## src/rtl/core/ucdt_pkg.sv

```systemverilog
// Constants and helper functions shared by the Unix-time to civil-date pipeline.
package ucdt_pkg;

    localparam int NUM_STAGES = 7;

    // floor(x / 675) = (x * DAY_RECIP) >> 35 for any 25-bit x.
    localparam logic [25:0] DAY_RECIP     = 26'd50903317;
    localparam logic [32:0] SECS_PER_DAY  = 33'd86400;
    localparam logic [19:0] EPOCH_SHIFT   = 20'd719468;
    localparam logic [19:0] ERA4_START    = 20'd584388;
    localparam logic [19:0] ERA5_START    = 20'd730485;
    localparam logic [17:0] DAYS_PER_ERA_M1 = 18'd146096;

    // floor(x / 365) = (x * DIV365_RECIP) >> 26 for any 18-bit x.
    localparam logic [17:0] DIV365_RECIP  = 18'd183860;
    // floor(x / 225) = (x * DIV225_RECIP) >> 22 for any 13-bit x.
    localparam logic [27:0] DIV225_RECIP  = 28'd18642;
    // floor(x / 15) = (x * DIV15_RECIP) >> 20 for any 15-bit x.
    localparam logic [31:0] DIV15_RECIP   = 32'd69906;
    // floor(x / 153) = (x * DIV153_RECIP) >> 18 for any 11-bit x.
    localparam logic [21:0] DIV153_RECIP  = 22'd1714;

    localparam logic [11:0] ERA4_YEAR     = 12'd1600;
    localparam logic [11:0] ERA5_YEAR     = 12'd2000;

    function automatic logic [8:0] div365(input logic [17:0] x);
        logic [35:0] prod;
        prod = 36'(x) * 36'(DIV365_RECIP);
        return prod[34:26];
    endfunction

    // Day of the March-based year on which month index mp starts.
    function automatic logic [8:0] month_offset(input logic [3:0] mp);
        logic [8:0] offs;
        case (mp)
            4'd0:    offs = 9'd0;
            4'd1:    offs = 9'd31;
            4'd2:    offs = 9'd61;
            4'd3:    offs = 9'd92;
            4'd4:    offs = 9'd122;
            4'd5:    offs = 9'd153;
            4'd6:    offs = 9'd184;
            4'd7:    offs = 9'd214;
            4'd8:    offs = 9'd245;
            4'd9:    offs = 9'd275;
            4'd10:   offs = 9'd306;
            4'd11:   offs = 9'd337;
            default: offs = 9'd0;
        endcase
        return offs;
    endfunction

endpackage

```

## src/rtl/core/unix_seconds_to_civil_datetime_unit.sv

```systemverilog
// Seven-stage pipeline that converts Unix seconds to year, month, day, hour and minute.
//
// A request carries one unsigned 32-bit seconds count on unix_seconds with
// req_valid; it is taken on a rising edge where req_valid is high and
// req_stall is low. Each request yields exactly one result on year, month,
// day, hour and minute, offered with rsp_valid and taken when rsp_stall is low.
// Seconds within the minute are discarded.
// One request can enter every cycle while req_stall is low. The rate is one
// request per cycle because each of the seven register stages can take new
// data at every edge on which it advances.
// Every stage moves forward when it is empty or the stage after it moves,
// so bubbles collapse; when the receiver stalls, results wait in their
// stages and req_stall rises only once all seven stages are full.
// An asynchronous low rst_n empties the pipeline; nothing else needs clearing.
module unix_seconds_to_civil_datetime_unit (
    input  logic        clk,
    input  logic        rst_n,
    input  logic        req_valid,
    output logic        req_stall,
    input  logic [31:0] unix_seconds,
    output logic        rsp_valid,
    input  logic        rsp_stall,
    output logic [11:0] year,
    output logic [3:0]  month,
    output logic [4:0]  day,
    output logic [4:0]  hour,
    output logic [5:0]  minute
);
    import ucdt_pkg::*;

    logic [NUM_STAGES-1:0] valid_reg;
    logic [NUM_STAGES-1:0] adv;

    always_comb
    begin
        adv[NUM_STAGES-1] = !valid_reg[NUM_STAGES-1] || !rsp_stall;
        for (int k = NUM_STAGES - 2; k >= 0; k--)
        begin
            adv[k] = !valid_reg[k] || adv[k+1];
        end
    end

    assign req_stall = !adv[0];
    assign rsp_valid = valid_reg[NUM_STAGES-1];

    always_ff @(posedge clk or negedge rst_n)
    begin
        if (!rst_n)
        begin
            valid_reg <= '0;
        end
        else
        begin
            if (adv[0])
            begin
                valid_reg[0] <= req_valid;
            end
            for (int k = 1; k < NUM_STAGES; k++)
            begin
                if (adv[k])
                begin
                    valid_reg[k] <= valid_reg[k-1];
                end
            end
        end
    end

    // Stage 0: whole days.
    logic [50:0] day_prod;
    logic [31:0] s0_secs_reg;
    logic [15:0] s0_days_reg;

    assign day_prod = 51'(unix_seconds[31:7]) * 51'(DAY_RECIP);

    always_ff @(posedge clk)
    begin
        if (adv[0])
        begin
            s0_secs_reg <= unix_seconds;
            s0_days_reg <= day_prod[50:35];
        end
    end

    // Stage 1: time of day, era and day of era.
    logic [32:0] tod_full;
    logic [19:0] zd;
    logic        era_hi;
    logic [19:0] doe_full;
    logic [16:0] s1_tod_reg;
    logic [17:0] s1_doe_reg;
    logic        s1_era_reg;

    assign tod_full = {1'b0, s0_secs_reg} - 33'(s0_days_reg) * SECS_PER_DAY;
    assign zd       = 20'(s0_days_reg) + EPOCH_SHIFT;
    assign era_hi   = zd >= ERA5_START;
    assign doe_full = zd - (era_hi ? ERA5_START : ERA4_START);

    always_ff @(posedge clk)
    begin
        if (adv[1])
        begin
            s1_tod_reg <= tod_full[16:0];
            s1_doe_reg <= doe_full[17:0];
            s1_era_reg <= era_hi;
        end
    end

    // Stage 2: leap-corrected day count, hour and minutes of the day.
    logic [8:0]  q1460;
    logic [17:0] cent_cnt;
    logic [17:0] last_day;
    logic [17:0] leap_adj;
    logic [27:0] hour_prod;
    logic [31:0] mins_prod;
    logic [17:0] s2_adj_reg;
    logic [17:0] s2_doe_reg;
    logic        s2_era_reg;
    logic [4:0]  s2_hour_reg;
    logic [10:0] s2_mins_reg;

    assign q1460    = div365({2'b00, s1_doe_reg[17:2]});
    assign cent_cnt = 18'(s1_doe_reg >= 18'd36524) + 18'(s1_doe_reg >= 18'd73048)
                    + 18'(s1_doe_reg >= 18'd109572) + 18'(s1_doe_reg >= 18'd146096);
    assign last_day = 18'(s1_doe_reg == DAYS_PER_ERA_M1);
    assign leap_adj = s1_doe_reg - 18'(q1460) + cent_cnt - last_day;
    assign hour_prod = 28'(s1_tod_reg[16:4]) * DIV225_RECIP;
    assign mins_prod = 32'(s1_tod_reg[16:2]) * DIV15_RECIP;

    always_ff @(posedge clk)
    begin
        if (adv[2])
        begin
            s2_adj_reg  <= leap_adj;
            s2_doe_reg  <= s1_doe_reg;
            s2_era_reg  <= s1_era_reg;
            s2_hour_reg <= hour_prod[26:22];
            s2_mins_reg <= mins_prod[30:20];
        end
    end

    // Stage 3: year of era and minute of hour.
    logic [10:0] minute_full;
    logic [8:0]  s3_yoe_reg;
    logic [17:0] s3_doe_reg;
    logic        s3_era_reg;
    logic [4:0]  s3_hour_reg;
    logic [5:0]  s3_minute_reg;

    assign minute_full = s2_mins_reg - 11'(s2_hour_reg) * 11'd60;

    always_ff @(posedge clk)
    begin
        if (adv[3])
        begin
            s3_yoe_reg    <= div365(s2_adj_reg);
            s3_doe_reg    <= s2_doe_reg;
            s3_era_reg    <= s2_era_reg;
            s3_hour_reg   <= s2_hour_reg;
            s3_minute_reg <= minute_full[5:0];
        end
    end

    // Stage 4: day of the March-based year.
    logic [17:0] cent_y;
    logic [17:0] year_start;
    logic [17:0] doy_full;
    logic [8:0]  s4_doy_reg;
    logic [8:0]  s4_yoe_reg;
    logic        s4_era_reg;
    logic [4:0]  s4_hour_reg;
    logic [5:0]  s4_minute_reg;

    assign cent_y     = 18'(s3_yoe_reg >= 9'd100) + 18'(s3_yoe_reg >= 9'd200)
                      + 18'(s3_yoe_reg >= 9'd300);
    assign year_start = 18'(s3_yoe_reg) * 18'd365 + 18'(s3_yoe_reg[8:2]) - cent_y;
    assign doy_full   = s3_doe_reg - year_start;

    always_ff @(posedge clk)
    begin
        if (adv[4])
        begin
            s4_doy_reg    <= doy_full[8:0];
            s4_yoe_reg    <= s3_yoe_reg;
            s4_era_reg    <= s3_era_reg;
            s4_hour_reg   <= s3_hour_reg;
            s4_minute_reg <= s3_minute_reg;
        end
    end

    // Stage 5: month index counted from March.
    logic [10:0] mp_num;
    logic [21:0] mp_prod;
    logic [3:0]  s5_mp_reg;
    logic [8:0]  s5_doy_reg;
    logic [8:0]  s5_yoe_reg;
    logic        s5_era_reg;
    logic [4:0]  s5_hour_reg;
    logic [5:0]  s5_minute_reg;

    assign mp_num  = 11'(s4_doy_reg) * 11'd5 + 11'd2;
    assign mp_prod = 22'(mp_num) * DIV153_RECIP;

    always_ff @(posedge clk)
    begin
        if (adv[5])
        begin
            s5_mp_reg     <= mp_prod[21:18];
            s5_doy_reg    <= s4_doy_reg;
            s5_yoe_reg    <= s4_yoe_reg;
            s5_era_reg    <= s4_era_reg;
            s5_hour_reg   <= s4_hour_reg;
            s5_minute_reg <= s4_minute_reg;
        end
    end

    // Stage 6: calendar month, day and year, with hour and minute, into the output registers.
    logic [8:0]  day_full;
    logic [3:0]  month_next;
    logic [11:0] year_next;
    logic [11:0] year_reg;
    logic [3:0]  month_reg;
    logic [4:0]  day_reg;
    logic [4:0]  hour_reg;
    logic [5:0]  minute_reg;

    assign day_full   = s5_doy_reg - month_offset(s5_mp_reg) + 9'd1;
    assign month_next = (s5_mp_reg < 4'd10) ? (s5_mp_reg + 4'd3) : (s5_mp_reg - 4'd9);
    assign year_next  = 12'(s5_yoe_reg) + (s5_era_reg ? ERA5_YEAR : ERA4_YEAR)
                      + 12'(month_next <= 4'd2);

    always_ff @(posedge clk)
    begin
        if (adv[6])
        begin
            year_reg   <= year_next;
            month_reg  <= month_next;
            day_reg    <= day_full[4:0];
            hour_reg   <= s5_hour_reg;
            minute_reg <= s5_minute_reg;
        end
    end

    assign year   = year_reg;
    assign month  = month_reg;
    assign day    = day_reg;
    assign hour   = hour_reg;
    assign minute = minute_reg;

`ifndef NO_ASSERTIONS
    a_full_on_stall: assert property (@(posedge clk) disable iff (!rst_n)
        req_stall |-> (&valid_reg))
        else $error("request stalled while the pipeline has an empty stage");

    a_date_range: assert property (@(posedge clk) disable iff (!rst_n)
        rsp_valid |-> (month >= 4'd1 && month <= 4'd12 && day >= 5'd1))
        else $error("month or day out of range");

    a_time_range: assert property (@(posedge clk) disable iff (!rst_n)
        rsp_valid |-> (hour <= 5'd23 && minute <= 6'd59))
        else $error("hour or minute out of range");

    a_year_range: assert property (@(posedge clk) disable iff (!rst_n)
        rsp_valid |-> (year >= 12'd1970 && year <= 12'd2106))
        else $error("year out of range");
`endif

endmodule

```

## config.mk

```make
export PLATFORM = sky130hd
export DESIGN_NAME = unix_seconds_to_civil_datetime_unit
export DESIGN_NICKNAME = d
export VERILOG_FILES = /design/src/rtl/core/ucdt_pkg.sv /design/src/rtl/core/unix_seconds_to_civil_datetime_unit.sv
export SDC_FILE = /design/constraint.sdc
export NUM_CORES = 2
export LEC_CHECK = 0
export ABC_CLOCK_PERIOD_IN_PS = 10600
export BUFFER_PORTS_ARGS = -buffer_cell sky130_fd_sc_hd__buf_2
export CORE_ASPECT_RATIO = 1.5
export CORE_MARGIN = 5
export CORE_UTILIZATION = 50
export DETAILED_ROUTE_END_ITERATION = 16
export PLACE_DENSITY = 0.66
export SYNTH_ARGS = -nofsm -noshare
export SYNTH_HDL_FRONTEND = slang
export SYNTH_SLANG_ARGS = --single-unit
```

## constraint.sdc

```tcl
create_clock -name clk -period 10.6 [get_ports clk]
set_input_delay 1.06 -clock clk [delete_from_list [all_inputs] [get_ports clk]]
set_output_delay 1.06 -clock clk [all_outputs]
set_load 0.1 [all_outputs]
```

==> reports/metrics.csv <==
stage,metric,value,unit
synth,synth_area,0.0377,mm2
timing,skew,0.0306,ns
clock_tree,cts_htree_levels,1,
critical_path,critPathMostFrequentCell,fa_1,
synth,synth_top_cells_by_count,"ha_1, inv_1, fa_1",
clock_tree,postCtsResizedCells,0,
final_layout,area_growth,6.72,%
synth,seq_area_frac_synth,18.7,%
final_layout,diodes,0,
die,start_util,50.3,%
synth,avgSynthCellArea,11.1,um2
synth,yosys_warnings,0,
grt,grt_pass1_wl,123,mm
timing,slew_viol_final,0,
detailed_routing,vias,23000,
clock_tree,clk_pin_slew,0.07,ns
clock_tree,clock_tree.buffer_depth,3,
synth,yosysMostFrequentCell,ha_1,
synth,ys_async_sr_fraction,2.94,%
clock_tree,cts_buffers,24,
synth,ys.flop_type,edfxtp_1,
flow_run,cap_viol_max_count,0,
grt,grt_pass1_vias,25400,
timing,period_share,87.7,%
grt,overflow,0,
timing,relSlewSlack,46.7,%
grt,grt_usage,18.9,%
detailed_routing,detail-route-antenna-nets,0,
clock_tree,root_buffer,clkbuf_16,
clock_tree,post-cts-setup-buffer-count,0,
detailed_routing,wl_per_cell,16.1,um
critical_path,path_max_fanout,13,
synth,yosys.area.top_type,ha_1,
clock_tree,cts-hold-fix-buffers,0,
synth,ys_types,77,
detailed_routing,wirelength,73.0,mm
placement,routabilityCongestion,0.922,
timing,rsz0062_at_grt,no,
final_layout,nFillCells,6623,
critical_path,cp.required,10.91,ns
final_layout,nets,5014,
synth,mappedNetlistNets,4910,
critical_path,cp_slowest_cell,edfxtp_1,
critical_path,startpoint_type,flop,
timing,hold_viol_final,0,
timing,setup_tns,0,ns
placement,port_buffers,67,
final_layout,multi_input_area,0.0273,mm2
clock_tree,cts_tree,done,
critical_path,cp_data_arrival_time,9.60,ns
synth,synth_top_area_share,32.5,%
placement,dp_slack,1.26,ns
die,die_x,234,um
clock_tree,clock-sinks,238,
critical_path,crit_path_end_kind,flop,
placement,dpl.hpwl,63.3,mm
critical_path,critPathMaxStageDelay,0.82,ns
clock_tree,clk_latency,0.57,ns
die,die_h,346,um
final_layout,final_layout_size_suffix_gt1_share,4.11,%
synth,synth_seq_cells,238,
grt,antenna_found_initial,1,
detailed_routing,drc_errors,0,
grt,grt_max_degree,40,
worst_hold_path,hp-class,input pin to async pin,
die,io-pin-count,70,
critical_path,critPathKind,flop to flop,
timing,min_period,9.29,ns
die,die_area,0.0810,mm2
timing,setup_ws,1.31,ns
timing,setup_viol,0,
final_layout,regArea,0.00706,mm2
final_layout,fin_util,53.6,%
die,core-area,0.0749,mm2
detailed_routing,via_per_inst,5.08,
die,rows,123,
run_status,status,"complete, no violations",
synth,syn_inst,3405,
timing,worst_slew_pin_slew,0.799,ns
detailed_routing,drtIter0Drc,596,
timing,fmax,108,MHz
detailed_routing,first_pass_iters,5,
synth,yosys-top-cells-area,"ha_1, fa_1, edfxtp_1, inv_1, xnor2_1",
synth,synth_edf_count,226,
## area by class of cell
class | count | area share (%)
Clock buffer | 25 | 1.50
Inverter | 889 | 8.30
Multi-Input combinational cell | 2276 | 67.8
Sequential cell | 238 | 17.6
Clock inverter | 19 | 0.613
Timing Repair Buffer | 80 | 1.08
Tap cell | 1000 | 3.11
## layer usage
layer | global-route usage, % | vias up | share of wire [%]
li1 | - | 11300 | -
met3 | 1.25 | 134 | 1.8
met4 | 6.20 | 2 | 3.7
met5 | 0 | - | 0.0096
met2 | 38.3 | 252 | 58
met1 | 20.1 | 11300 | 36
## cells by family after synthesis
kind of cell | count (synthesis) | synth area share [%]
fa+ha+maj | 1469 | 58.6
buf+inv | 891 | 8.88
compound gates | 339 | 5.99
simple gates | 306 | 4.04
flops | 238 | 18.7
xor+xnor | 156 | 3.63
mux | 6 | 0.166
## worst max-delay path, delay by kind of cell, from the launching register on
family,cells,cell delay [ns]
compound gates,11,2.21
xor+xnor,2,0.37
fa+ha+maj,11,4.84
buf+inv,6,0.33
flops,1,0.82
simple gates,3,0.47
## path summary, 6_finish.rpt
check | start | end | slack (ns) | cells after the start
max | s1_doe_reg[8] | s2_adj_reg[14] | 1.31 | 33
min | rst_n | valid_reg[6] | 0.32 | 1
max reg2reg | s1_doe_reg[8] | s2_adj_reg[14] | 1.31 | 33
min reg2reg | s2_doe_reg[8] | s3_doe_reg[8] | 0.41 | 0
max in group asynchronous | rst_n | valid_reg[1] | 10.09 | 1
min in group clk | s2_doe_reg[8] | s3_doe_reg[8] | 0.41 | 0
## metrics by stage
step	instance area, um2	hold WS (ns)	cells
final	40200	0.322	4527
after global routing	40200	0.301	4527
after CTS	40200	0.280	4527
after detailed placement	39400	0.405	4483
after global placement	39400	0.401	4483
after floorplan	37700	0.400	3405
## placed cells by master (no fill, tap or decap), drive strengths merged, types with 6 or more instances in the layout
master | netlist | layout
a211oi | 12 | 12
a21boi | 8 | 8
a21o | 50 | 50
a21oi | 95 | 95
a31oi | 17 | 17
and2 | 7 | 7
and3 | 11 | 11
buf | 0 | 80
clkbuf | 2 | 25
clkinv | 1 | 9
dfrtp | 7 | 7
edfxtp | 226 | 226
fa | 490 | 490
ha | 979 | 979
inv | 888 | 890
nand2 | 68 | 68
nand2b | 17 | 17
nand3 | 27 | 27
nand4 | 20 | 20
nor2 | 81 | 81
nor2b | 18 | 18
nor3 | 24 | 24
o211ai | 11 | 11
o21a | 20 | 20
o21ai | 62 | 62
o21bai | 18 | 18
or2 | 6 | 6
or3 | 10 | 10
xnor2 | 106 | 106
xor2 | 50 | 50
Power is not shown: default switching activity piles up to over one toggle a cycle in this logic, so the estimate is an artifact.
